===== src/rtl/plin_pkg.sv =====
// plin_pkg: widths, table size, state codes and bundle types for the
// piecewise linear lookup block; no dependencies
package plin_pkg;

   localparam int TABLE_POINTS = 16;
   localparam int IDX_W        = $clog2(TABLE_POINTS);
   localparam int CNT_W        = $clog2(TABLE_POINTS + 1);
   localparam int DATA_W       = 16;
   localparam int PIDX_W       = 4;
   localparam int SEG_W        = 4;
   localparam int POINTS_W     = 5;
   localparam int PROD_W       = 2 * DATA_W;
   localparam int DIV_STEPS    = PROD_W;
   localparam int STEP_W       = $clog2(DIV_STEPS);
   localparam int CSR_DATA_W   = 32;
   localparam int CSR_ADDR_W   = 3;

   localparam logic [POINTS_W-1:0] POINTS_RESET = POINTS_W'(TABLE_POINTS);

   typedef enum logic [0:0] {
      REG_POINTS_IN_USE = 1'b0
   } csr_index_type;

   typedef enum logic [0:0] {
      CMD_LOAD = 1'b0,
      CMD_EVAL = 1'b1
   } command_type;

   typedef enum logic [4:0] {
      ST_IDLE   = 5'b00001,
      ST_SCAN   = 5'b00010,
      ST_MULT   = 5'b00100,
      ST_DIV    = 5'b01000,
      ST_FINISH = 5'b10000
   } state_type;

   typedef struct packed {
      logic              en;
      logic [IDX_W-1:0]  addr;
      logic [DATA_W-1:0] x;
      logic [DATA_W-1:0] y;
   } table_wr_type;

   typedef struct packed {
      logic start;
   } div_ctrl_type;

   typedef struct packed {
      logic busy;
      logic done;
   } div_stat_type;

endpackage


===== src/rtl/plin_if.sv =====
// plin_req_if and plin_rsp_if: valid/ready channels of the lookup block
// depends on plin_pkg
interface plin_req_if
   import plin_pkg::*;
();
   logic                     valid;
   logic                     ready;
   logic                     command;
   logic [PIDX_W-1:0]        point_index;
   logic signed [DATA_W-1:0] breakpoint_x;
   logic signed [DATA_W-1:0] breakpoint_y;
   logic signed [DATA_W-1:0] sample;

   modport source (output valid, command, point_index, breakpoint_x, breakpoint_y,
                   sample, input ready);
   modport sink   (input valid, command, point_index, breakpoint_x, breakpoint_y,
                   sample, output ready);
endinterface

interface plin_rsp_if
   import plin_pkg::*;
();
   logic                     valid;
   logic                     ready;
   logic signed [DATA_W-1:0] result_value;
   logic                     in_segment;
   logic [SEG_W-1:0]         segment_found;

   modport source (output valid, result_value, in_segment, segment_found, input ready);
   modport sink   (input valid, result_value, in_segment, segment_found, output ready);
endinterface


===== src/rtl/piecewise_linear_lookup_top.sv =====
// piecewise_linear_lookup_top: sequencer, scan registers and result register
// depends on plin_pkg, plin_if, plin_table, plin_div
//
// usage: items arrive on req_bus, results leave on rsp_bus; both transfer
// when valid and ready are high at a rising clock edge.
// a load item writes one breakpoint in its transfer cycle and gives no result;
// req_bus.ready stays high.
// an evaluate item reads one breakpoint a cycle from the memory read port,
// comparing each against the one before, until it finds the segment that
// holds the sample or falls back to the last point in use.
// a hit then passes a multiply state and the serial divider (one quotient
// bit a cycle); a hit or a miss ends in a finish state that writes the
// output register.
// one evaluate item is in work at a time; req_bus.ready is low meanwhile and
// the next item is taken in the cycle after the output register is written.
// the output register holds a finished result while rsp_bus.ready is low and
// a new item is already taken; a second finished result waits in its last
// state until the register frees.
// points_in_use is written over the apb port at byte addresses 0 to 3 (paddr[2] low).
// reset sets points_in_use to 16 and empties the output register; the
// breakpoint memory holds no reset value and must be loaded before use.
module piecewise_linear_lookup_top
   import plin_pkg::*;
(
   input  logic                  clock,
   input  logic                  reset,
   plin_req_if.sink              req_bus,
   plin_rsp_if.source            rsp_bus,
   input  logic                  psel,
   input  logic                  penable,
   input  logic                  pwrite,
   input  logic [CSR_ADDR_W-1:0] paddr,
   input  logic [CSR_DATA_W-1:0] pwdata,
   output logic [CSR_DATA_W-1:0] prdata,
   output logic                  pready
);

   state_type         state_ff, state_in;
   logic [POINTS_W-1:0] points_ff, points_in;
   logic [IDX_W-1:0]  rd_idx_ff, rd_idx_in;
   logic [IDX_W-1:0]  last_ff, last_in;
   logic [DATA_W-1:0] sample_ff, sample_in;
   logic [DATA_W-1:0] hi_x_ff, hi_x_in;
   logic [DATA_W-1:0] hi_y_ff, hi_y_in;
   logic [DATA_W-1:0] lo_y_ff, lo_y_in;
   logic [DATA_W-1:0] dx_ff, dx_in;
   logic [DATA_W-1:0] dy_mag_ff, dy_mag_in;
   logic              neg_ff, neg_in;
   logic [DATA_W-1:0] den_ff, den_in;
   logic [IDX_W-1:0]  seg_ff, seg_in;
   logic              hit_ff, hit_in;
   logic [DATA_W-1:0] value_ff, value_in;
   logic              rsp_valid_ff, rsp_valid_in;
   logic [DATA_W-1:0] rsp_value_ff, rsp_value_in;
   logic              rsp_hit_ff, rsp_hit_in;
   logic [SEG_W-1:0]  rsp_seg_ff, rsp_seg_in;

   table_wr_type      tbl_wr;
   logic [IDX_W-1:0]  tbl_raddr;
   logic [DATA_W-1:0] tbl_rx;
   logic [DATA_W-1:0] tbl_ry;
   div_ctrl_type      div_ctrl;
   div_stat_type      div_stat;
   logic [PROD_W-1:0] div_quo;
   logic [PROD_W-1:0] product;

   logic              req_xfer;
   logic              csr_wr;
   logic [CNT_W-1:0]  active_n;
   logic              seg_match;
   logic [DATA_W:0]   dx_full;
   logic [DATA_W:0]   den_full;
   logic [DATA_W:0]   dy_full;
   logic [DATA_W:0]   dy_abs;
   logic [DATA_W:0]   q_signed;
   logic [DATA_W:0]   sum_full;

   plin_table u_table (
      .clock (clock),
      .wr    (tbl_wr),
      .raddr (tbl_raddr),
      .rx    (tbl_rx),
      .ry    (tbl_ry)
   );

   plin_div u_div (
      .clock    (clock),
      .reset    (reset),
      .ctrl     (div_ctrl),
      .dividend (product),
      .divisor  (den_ff),
      .stat     (div_stat),
      .quotient (div_quo)
   );

   assign req_xfer = req_bus.valid && req_bus.ready;
   assign csr_wr   = psel && penable && pwrite && pready
                     && (paddr[CSR_ADDR_W-1] == REG_POINTS_IN_USE);
   assign pready   = 1'b1;
   assign prdata   = CSR_DATA_W'(points_ff);

   always_comb begin
      if (points_ff == '0) begin
         active_n = CNT_W'(1);
      end else if (int'(points_ff) > TABLE_POINTS) begin
         active_n = CNT_W'(TABLE_POINTS);
      end else begin
         active_n = CNT_W'(points_ff);
      end
   end

   assign seg_match = (rd_idx_ff != '0)
                      && ($signed(hi_x_ff) > $signed(sample_ff))
                      && ($signed(tbl_rx) <= $signed(sample_ff));

   assign dx_full  = {sample_ff[DATA_W-1], sample_ff} - {tbl_rx[DATA_W-1], tbl_rx};
   assign den_full = {hi_x_ff[DATA_W-1], hi_x_ff} - {tbl_rx[DATA_W-1], tbl_rx};
   assign dy_full  = {hi_y_ff[DATA_W-1], hi_y_ff} - {tbl_ry[DATA_W-1], tbl_ry};
   assign dy_abs   = dy_full[DATA_W] ? (~dy_full + 1'b1) : dy_full;

   assign product  = dx_ff * dy_mag_ff;
   assign q_signed = neg_ff ? (~{1'b0, div_quo[DATA_W-1:0]} + 1'b1)
                            : {1'b0, div_quo[DATA_W-1:0]};
   assign sum_full = {lo_y_ff[DATA_W-1], lo_y_ff} + q_signed;

   assign tbl_wr.en   = req_xfer && (req_bus.command == CMD_LOAD)
                        && (int'(req_bus.point_index) < TABLE_POINTS);
   assign tbl_wr.addr = IDX_W'(req_bus.point_index);
   assign tbl_wr.x    = req_bus.breakpoint_x;
   assign tbl_wr.y    = req_bus.breakpoint_y;
   assign tbl_raddr   = (state_ff == ST_SCAN) ? IDX_W'(rd_idx_ff + 1'b1) : '0;

   assign div_ctrl.start = (state_ff == ST_MULT);

   always_comb begin
      state_in     = state_ff;
      points_in    = csr_wr ? pwdata[POINTS_W-1:0] : points_ff;
      rd_idx_in    = rd_idx_ff;
      last_in      = last_ff;
      sample_in    = sample_ff;
      hi_x_in      = hi_x_ff;
      hi_y_in      = hi_y_ff;
      lo_y_in      = lo_y_ff;
      dx_in        = dx_ff;
      dy_mag_in    = dy_mag_ff;
      neg_in       = neg_ff;
      den_in       = den_ff;
      seg_in       = seg_ff;
      hit_in       = hit_ff;
      value_in     = value_ff;
      rsp_valid_in = rsp_valid_ff && !rsp_bus.ready;
      rsp_value_in = rsp_value_ff;
      rsp_hit_in   = rsp_hit_ff;
      rsp_seg_in   = rsp_seg_ff;

      case (state_ff)
         ST_IDLE: begin
            if (req_xfer && (req_bus.command == CMD_EVAL)) begin
               sample_in = req_bus.sample;
               last_in   = IDX_W'(active_n - CNT_W'(1));
               rd_idx_in = '0;
               state_in  = ST_SCAN;
            end
         end
         ST_SCAN: begin
            if (seg_match) begin
               lo_y_in   = tbl_ry;
               dx_in     = dx_full[DATA_W-1:0];
               den_in    = den_full[DATA_W-1:0];
               dy_mag_in = dy_abs[DATA_W-1:0];
               neg_in    = dy_full[DATA_W];
               seg_in    = rd_idx_ff;
               hit_in    = 1'b1;
               state_in  = ST_MULT;
            end else if (rd_idx_ff == last_ff) begin
               value_in = tbl_ry;
               seg_in   = '0;
               hit_in   = 1'b0;
               state_in = ST_FINISH;
            end else begin
               hi_x_in   = tbl_rx;
               hi_y_in   = tbl_ry;
               rd_idx_in = rd_idx_ff + 1'b1;
            end
         end
         ST_MULT: begin
            state_in = ST_DIV;
         end
         ST_DIV: begin
            if (div_stat.done) begin
               value_in = sum_full[DATA_W-1:0];
               state_in = ST_FINISH;
            end
         end
         ST_FINISH: begin
            if (!rsp_valid_ff || rsp_bus.ready) begin
               rsp_valid_in = 1'b1;
               rsp_value_in = value_ff;
               rsp_hit_in   = hit_ff;
               rsp_seg_in   = SEG_W'(seg_ff);
               state_in     = ST_IDLE;
            end
         end
         default: begin
            state_in = ST_IDLE;
         end
      endcase
   end

   always_ff @(posedge clock) begin
      if (reset) begin
         state_ff     <= ST_IDLE;
         points_ff    <= POINTS_RESET;
         rsp_valid_ff <= 1'b0;
      end else begin
         state_ff     <= state_in;
         points_ff    <= points_in;
         rsp_valid_ff <= rsp_valid_in;
      end
      rd_idx_ff    <= rd_idx_in;
      last_ff      <= last_in;
      sample_ff    <= sample_in;
      hi_x_ff      <= hi_x_in;
      hi_y_ff      <= hi_y_in;
      lo_y_ff      <= lo_y_in;
      dx_ff        <= dx_in;
      dy_mag_ff    <= dy_mag_in;
      neg_ff       <= neg_in;
      den_ff       <= den_in;
      seg_ff       <= seg_in;
      hit_ff       <= hit_in;
      value_ff     <= value_in;
      rsp_value_ff <= rsp_value_in;
      rsp_hit_ff   <= rsp_hit_in;
      rsp_seg_ff   <= rsp_seg_in;
   end

   assign req_bus.ready         = (state_ff == ST_IDLE);
   assign rsp_bus.valid         = rsp_valid_ff;
   assign rsp_bus.result_value  = rsp_value_ff;
   assign rsp_bus.in_segment    = rsp_hit_ff;
   assign rsp_bus.segment_found = rsp_seg_ff;

   assert property (@(posedge clock) disable iff (reset)
      div_stat.done |-> (state_ff == ST_DIV))
      else $error("divider finished outside the divide state");

   assert property (@(posedge clock) disable iff (reset)
      (state_ff == ST_SCAN) |-> (rd_idx_ff <= last_ff))
      else $error("scan ran past the last point in use");

   assert property (@(posedge clock) disable iff (reset)
      rsp_valid_ff |-> (rsp_hit_ff == (rsp_seg_ff != '0)))
      else $error("segment index disagrees with hit flag");

   assert property (@(posedge clock) disable iff (reset)
      ((state_ff == ST_FINISH) && !rsp_valid_ff) |=> rsp_valid_ff)
      else $error("finished result not moved to output register");

endmodule


===== src/rtl/plin_table.sv =====
// plin_table: breakpoint memory, one write port and one registered read port
// depends on plin_pkg
module plin_table
   import plin_pkg::*;
(
   input  logic              clock,
   input  table_wr_type      wr,
   input  logic [IDX_W-1:0]  raddr,
   output logic [DATA_W-1:0] rx,
   output logic [DATA_W-1:0] ry
);

   logic [DATA_W-1:0] x_mem [TABLE_POINTS];
   logic [DATA_W-1:0] y_mem [TABLE_POINTS];
   logic [DATA_W-1:0] rx_ff;
   logic [DATA_W-1:0] ry_ff;

   always_ff @(posedge clock) begin
      if (wr.en) begin
         x_mem[wr.addr] <= wr.x;
         y_mem[wr.addr] <= wr.y;
      end
      rx_ff <= x_mem[raddr];
      ry_ff <= y_mem[raddr];
   end

   assign rx = rx_ff;
   assign ry = ry_ff;

endmodule


===== src/rtl/plin_div.sv =====
// plin_div: restoring divider, one quotient bit per cycle
// depends on plin_pkg
module plin_div
   import plin_pkg::*;
(
   input  logic              clock,
   input  logic              reset,
   input  div_ctrl_type      ctrl,
   input  logic [PROD_W-1:0] dividend,
   input  logic [DATA_W-1:0] divisor,
   output div_stat_type      stat,
   output logic [PROD_W-1:0] quotient
);

   logic              busy_ff, busy_in;
   logic              done_ff, done_in;
   logic [STEP_W-1:0] cnt_ff, cnt_in;
   logic [DATA_W-1:0] rem_ff, rem_in;
   logic [PROD_W-1:0] quo_ff, quo_in;
   logic [DATA_W-1:0] dvs_ff, dvs_in;
   logic [DATA_W:0]   shifted;
   logic [DATA_W:0]   diff;
   logic              ge;

   assign shifted = {rem_ff, quo_ff[PROD_W-1]};
   assign diff    = shifted - {1'b0, dvs_ff};
   assign ge      = shifted >= {1'b0, dvs_ff};

   always_comb begin
      busy_in = busy_ff;
      done_in = 1'b0;
      cnt_in  = cnt_ff;
      rem_in  = rem_ff;
      quo_in  = quo_ff;
      dvs_in  = dvs_ff;
      if (ctrl.start) begin
         busy_in = 1'b1;
         cnt_in  = '0;
         rem_in  = '0;
         quo_in  = dividend;
         dvs_in  = divisor;
      end else if (busy_ff) begin
         rem_in = ge ? diff[DATA_W-1:0] : shifted[DATA_W-1:0];
         quo_in = {quo_ff[PROD_W-2:0], ge};
         cnt_in = cnt_ff + 1'b1;
         if (cnt_ff == STEP_W'(DIV_STEPS - 1)) begin
            busy_in = 1'b0;
            done_in = 1'b1;
         end
      end
   end

   always_ff @(posedge clock) begin
      if (reset) begin
         busy_ff <= 1'b0;
         done_ff <= 1'b0;
      end else begin
         busy_ff <= busy_in;
         done_ff <= done_in;
      end
      cnt_ff <= cnt_in;
      rem_ff <= rem_in;
      quo_ff <= quo_in;
      dvs_ff <= dvs_in;
   end

   assign stat.busy = busy_ff;
   assign stat.done = done_ff;
   assign quotient  = quo_ff;

endmodule

===== src/flat_wrapper.sv =====
// flat-port wrapper written by rule: the top's interface ports become plain ports
module piecewise_linear_lookup_top_flat import plin_pkg::*;
  (clock, reset, psel, penable, pwrite, paddr, pwdata, prdata, pready, req_bus_valid, req_bus_command, req_bus_point_index, req_bus_breakpoint_x, req_bus_breakpoint_y, req_bus_sample, req_bus_ready, rsp_bus_valid, rsp_bus_result_value, rsp_bus_in_segment, rsp_bus_segment_found, rsp_bus_ready);
  plin_req_if req_bus_i ();
  plin_rsp_if rsp_bus_i ();
  input  logic clock;
  input  logic reset;
  input  logic psel;
  input  logic penable;
  input  logic pwrite;
  input  logic [CSR_ADDR_W-1:0] paddr;
  input  logic [CSR_DATA_W-1:0] pwdata;
  output logic [CSR_DATA_W-1:0] prdata;
  output logic pready;
  input wire logic [$bits(req_bus_i.valid)-1:0] req_bus_valid;
  input wire logic [$bits(req_bus_i.command)-1:0] req_bus_command;
  input wire logic [$bits(req_bus_i.point_index)-1:0] req_bus_point_index;
  input wire logic [$bits(req_bus_i.breakpoint_x)-1:0] req_bus_breakpoint_x;
  input wire logic [$bits(req_bus_i.breakpoint_y)-1:0] req_bus_breakpoint_y;
  input wire logic [$bits(req_bus_i.sample)-1:0] req_bus_sample;
  output wire logic [$bits(req_bus_i.ready)-1:0] req_bus_ready;
  output wire logic [$bits(rsp_bus_i.valid)-1:0] rsp_bus_valid;
  output wire logic [$bits(rsp_bus_i.result_value)-1:0] rsp_bus_result_value;
  output wire logic [$bits(rsp_bus_i.in_segment)-1:0] rsp_bus_in_segment;
  output wire logic [$bits(rsp_bus_i.segment_found)-1:0] rsp_bus_segment_found;
  input wire logic [$bits(rsp_bus_i.ready)-1:0] rsp_bus_ready;
  assign req_bus_i.valid = req_bus_valid;
  assign req_bus_i.command = req_bus_command;
  assign req_bus_i.point_index = req_bus_point_index;
  assign req_bus_i.breakpoint_x = req_bus_breakpoint_x;
  assign req_bus_i.breakpoint_y = req_bus_breakpoint_y;
  assign req_bus_i.sample = req_bus_sample;
  assign req_bus_ready = req_bus_i.ready;
  assign rsp_bus_valid = rsp_bus_i.valid;
  assign rsp_bus_result_value = rsp_bus_i.result_value;
  assign rsp_bus_in_segment = rsp_bus_i.in_segment;
  assign rsp_bus_segment_found = rsp_bus_i.segment_found;
  assign rsp_bus_i.ready = rsp_bus_ready;
  piecewise_linear_lookup_top u_core (.clock(clock), .reset(reset), .req_bus(req_bus_i), .rsp_bus(rsp_bus_i), .psel(psel), .penable(penable), .pwrite(pwrite), .paddr(paddr), .pwdata(pwdata), .prdata(prdata), .pready(pready));
endmodule

===== config.mk =====
export PLATFORM = sky130hd
export DESIGN_NAME = piecewise_linear_lookup_top_flat
export DESIGN_NICKNAME = d
export VERILOG_FILES = /design/src/rtl/plin_pkg.sv /design/src/rtl/plin_if.sv /design/src/rtl/piecewise_linear_lookup_top.sv /design/src/rtl/plin_table.sv /design/src/rtl/plin_div.sv /design/src/flat_wrapper.sv
export SDC_FILE = /design/constraint.sdc
export NUM_CORES = 2
export LEC_CHECK = 0
export BUFFER_PORTS_ARGS = -buffer_cell sky130_fd_sc_hd__buf_4
export CORE_MARGIN = 2
export CORE_UTILIZATION = 40
export CTS_BUF_LIST = sky130_fd_sc_hd__clkbuf_8
export DETAILED_ROUTE_END_ITERATION = 6
export GPL_TIMING_DRIVEN = 0
export HOLD_SLACK_MARGIN = 0.05
export SLEW_MARGIN = 20
export SYNTH_ARGS = -nofsm -noshare
export SYNTH_HDL_FRONTEND = slang
export SYNTH_SLANG_ARGS = --single-unit
export TNS_END_PERCENT = 20

===== constraint.sdc =====
create_clock -name clock -period 10.72 [get_ports clock]
set_input_delay 1.072 -clock clock [delete_from_list [all_inputs] [get_ports clock]]
set_output_delay 1.072 -clock clock [all_outputs]
set_load 0.05 [all_outputs]

==> run metrics <==
Vias per Instance=5.425; number of DRC markers in iteration 0=2685; worst slack, placed=roughly 3100 ps; uppermost layer routed=met5; Sink Count=between 700 and 800; placeable core area=105400 sq um; Gate Count Post-Synth=approximately 3600; unrepaired setup endpoints after global routing=no; reg-to-reg startpoint=u_core.dx_ff[8]$_DFFE_PP_; final routed wire length divided by cell count=between 20 and 25 microns; number of distinct standard cells referenced by the synthesized netlist=71; Placer Congestion=between 0.8 and 0.9; total congestion overflow after global routing=0; number of global-route vias before repair=between 20000 and 30000; clock buffer count from CTS=138; number of hold violations in the final report=0; Critical Path Start Type=flop; detailed-placement wirelength estimate=86790 microns; total of buffers placed on input and output ports=between 90 and 100; min setup slack post-route=~3000 ps; fraction of the yosys area taken by sequential cells=0.5412; family with the most delay on the worst path=adder cells; number of antenna violations at the first check in global routing=5; setup repair bufs after CTS=0; number of placed instances, taps included=between 5000 and 6000; final worst clock skew=approximately 73 ps; crit path time final=between 7000 and 8000 ps; tightest hold margin=397.2 ps; Final TNS setup=0 ps; clock insertion delay at the later pin of the skew report=about 840 ps; Leakage Power=approximately 18 nW; clock slew at the register clock pins of the worst setup and hold paths=60 ps; Crit Path Category=reg -> reg; violations in the final reports=design-rule violations; H-tree depth reported by CTS=4; Critical Path Source=u_core.dx_ff[8]$_DFFE_PP_; final core area utilization=0.4595; CTS resizes=0; final setup violation count=0; crit end category=flop; non-filler instance count after layout=around 5400; count of vias placed by the detailed router=roughly 29000; detailed-routing iteration count for the pre-antenna-repair pass=7; area enclosed by the die boundary=roughly 110000 sq um; Mapped Avg Cell Area=between 10 and 15 sq um; cell depth of the worst setup path=20; worst-path cell chain=clkbuf_1, nand2_1, fa_1, fa_1, fa_1, fa_1, inv_1, fa_1, inv_1, fa_1, inv_1, ha_1, a211oi_1, and3_1, o21a_1, o221ai_1, o21ai_0, a21oi_1, or3_1, a31o_2; layout cell share with drive strength beyond 1=0.09620; outcome=complete, but fails checks; count of hold buffers inserted by post-cts repair=0; fmax=around 130 MHz; Required @ worst endpoint=around 11000 ps; cell area after technology mapping=roughly 43000 sq um; met3 wire len=~9600 microns; class of the most critical hold timing path=reg -> reg; global router's overall resource usage=0.2205; Synthesis Warnings=0; top_reg_cell synth=sky130_fd_sc_hd__edfxtp_1; maximum fanout along the worst path=10; Bufs and invs on worst path=4; relative max-transition margin=0.2084; largest net degree at the start of global routing=30; length of routed wiring on met1=about 51000 microns; Site Rows=119; DRC viols=14; number of enable flip-flop cells after synthesis=about 720; number of max-capacitance violations reported=0; Top Ports=about 150; chip width=approximately 330 microns; floorplan die height=~330 microns; routed length on met2=54950 microns; number of synthesized register bits=789; maximum root-to-sink buffer count=3; fraction of synthesis flops using an asynchronous set or reset pin=0; crit path to=u_core.u_div.quotient[24]$_DFFE_PP_; area delta synth->final=13.83%; post-route clock period utilization=0.7227; data arrival time of the critical path=slightly above 8000 ps; fin nets=approximately 4400; Fill cells=between 9000 and 10000; worst ir drop on vdd=roughly 0.16 mV; worst setup slack for register-to-register paths=around 3000 ps; wire length of the first global-routing pass=between 150000 and 200000 microns; Worst-Margin Slew=1187 ps; Slowest-stage cell, CP=sky130_fd_sc_hd__o21ai_0; Worst Reg-to-Reg Cells=20; R2R Path End=u_core.u_div.quotient[24]$_DFFE_PP_; Starting Density=0.4037; number of max-slew violations in the final report=0; detailed-route wire length=119700 microns; clock tree from TritonCTS=built; power density over the cells=between 200 and 250 nW/um^2; Post-DRT Antenna Nets=0; clock tree root driver cell=sky130_fd_sc_hd__clkbuf_8; cell seen most often among critical-path stages=sky130_fd_sc_hd__fa_1; CP max stage delay=around 930 ps
## synth_stat cells (82+ instances only)
cell type,n,area share
sky130_fd_sc_hd__o21ai_0,145,0.017
sky130_fd_sc_hd__and2_1,186,0.027
sky130_fd_sc_hd__a21oi_1,145,0.017
sky130_fd_sc_hd__a311oi_1,98,0.020
sky130_fd_sc_hd__fa_1,199,0.094
sky130_fd_sc_hd__clkbuf_1,151,0.013
sky130_fd_sc_hd__nor2_1,107,0.0094
sky130_fd_sc_hd__edfxtp_1,723,0.51
sky130_fd_sc_hd__nand2_1,468,0.041
sky130_fd_sc_hd__xnor2_1,82,0.017
sky130_fd_sc_hd__ha_1,205,0.060
sky130_fd_sc_hd__inv_1,340,0.030
## report_power, final
group	leakage [nW]	internal, W	switching (W)
Sequential	7.06	0.00355	0.000106
Combinational	9.85	0.00144	0.00225
Clock	1.51	0.00140	0.00129
Total	18.4	0.00639	0.00365
## metal layers
metal / up-vias / track usage
met5: - / 0
met3: 241 / 0.04354
li1: 13325 / -
met1: 14344 / 0.2936
met4: 4 / 0.09187
met2: 1182 / 0.3530
## area by class of cell
cell class	count	area, sq um	share of cell area
clock buffers	142	1954	0.04034
plain buffers	190	827.0	0.01707
well taps	1391	1740	0.03593
inverters	343	1287	0.02658
flip-flops and latches	789	23030	0.4755
multi-input cells	2273	17660	0.3645
diodes	1	2.502	0.00005166
clock inverters	105	715.7	0.01477
repair buffers	129	1225	0.02529
## metrics by stage
| stage | area (sq um) | power [W] |
|---|---|---|
| after floorplan | 42650 | 0.006313 |
| after global placement | 45090 | 0.007310 |
| after detailed placement | 45770 | 0.007370 |
| after CTS | 48440 | 0.01008 |
| after global routing | 48440 | 0.01068 |
| final | 48440 | 0.01004 |
## kinds of logic (layout without fill, tap and decap cells)
kind of cell	Yosys count	after routing	synth area share
adders and majority gates	404	404	0.1539
other	2	29	0.0001765
AOI/OAI and AO/OA	695	695	0.1101
muxes	59	59	0.01400
and+or+nand+nor	974	974	0.1077
buffers and inverters	533	909	0.04966
DFF	789	789	0.5412
xor gates and xnor gates	113	113	0.02326
## worst min-delay path by stage
stage	start	slack (ps)	cells past startpoint	endpoint
after floorplan	u_core.hit_ff$_SDFFCE_PP1P_	400	0	u_core.rsp_bus.in_segment$_DFFE_PP_
after global placement	u_core.den_ff[12]$_DFFE_PP_	400	0	u_core.u_div.dvs_ff[12]$_DFFE_PP_
after detailed placement	u_core.value_ff[6]$_DFFE_PP_	400	0	u_core.rsp_bus.result_value[6]$_DFFE_PP_
after CTS	req_bus_sample[12]	340	1	u_core.sample_ff[12]$_DFFE_PP_
after global routing	req_bus_sample[10]	380	1	u_core.sample_ff[10]$_DFFE_PP_
final	u_core.u_table.rx[7]$_DFF_P_	400	0	u_core.hi_x_ff[7]$_DFFE_PP_
## placed cells by master, fill, tap and decap left out, types with 35 or more instances in the layout
| master | n |
|---|---|
| sky130_fd_sc_hd__inv_1 | 385 |
| sky130_fd_sc_hd__clkbuf_8 | 142 |
| sky130_fd_sc_hd__a311oi_1 | 98 |
| sky130_fd_sc_hd__nand3_1 | 54 |
| sky130_fd_sc_hd__nor2_1 | 93 |
| sky130_fd_sc_hd__nor3_1 | 47 |
| sky130_fd_sc_hd__mux2i_1 | 55 |
| sky130_fd_sc_hd__dfxtp_1 | 66 |
| sky130_fd_sc_hd__o221ai_1 | 35 |
| sky130_fd_sc_hd__o21ai_0 | 145 |
| sky130_fd_sc_hd__buf_4 | 134 |
| sky130_fd_sc_hd__and2_1 | 186 |
| sky130_fd_sc_hd__a211oi_1 | 78 |
| sky130_fd_sc_hd__clkbuf_1 | 151 |
| sky130_fd_sc_hd__edfxtp_1 | 723 |
| sky130_fd_sc_hd__nand2_1 | 467 |
| sky130_fd_sc_hd__fa_1 | 199 |
| sky130_fd_sc_hd__ha_1 | 205 |
| sky130_fd_sc_hd__a21oi_1 | 145 |
| sky130_fd_sc_hd__xnor2_1 | 82 |
## worst register-to-register path, delay by kind of cell (launching register included)
| kind | cells | cell delay [ps] |
|---|---|---|
| AOI/OAI and AO/OA | 6 | 1990 |
| buffers and inverters | 4 | 840 |
| DFF | 1 | 560 |
| adders and majority gates | 7 | 3410 |
| and+or+nand+nor | 3 | 710 |
Note: power is estimated with default switching activity, not from simulation.
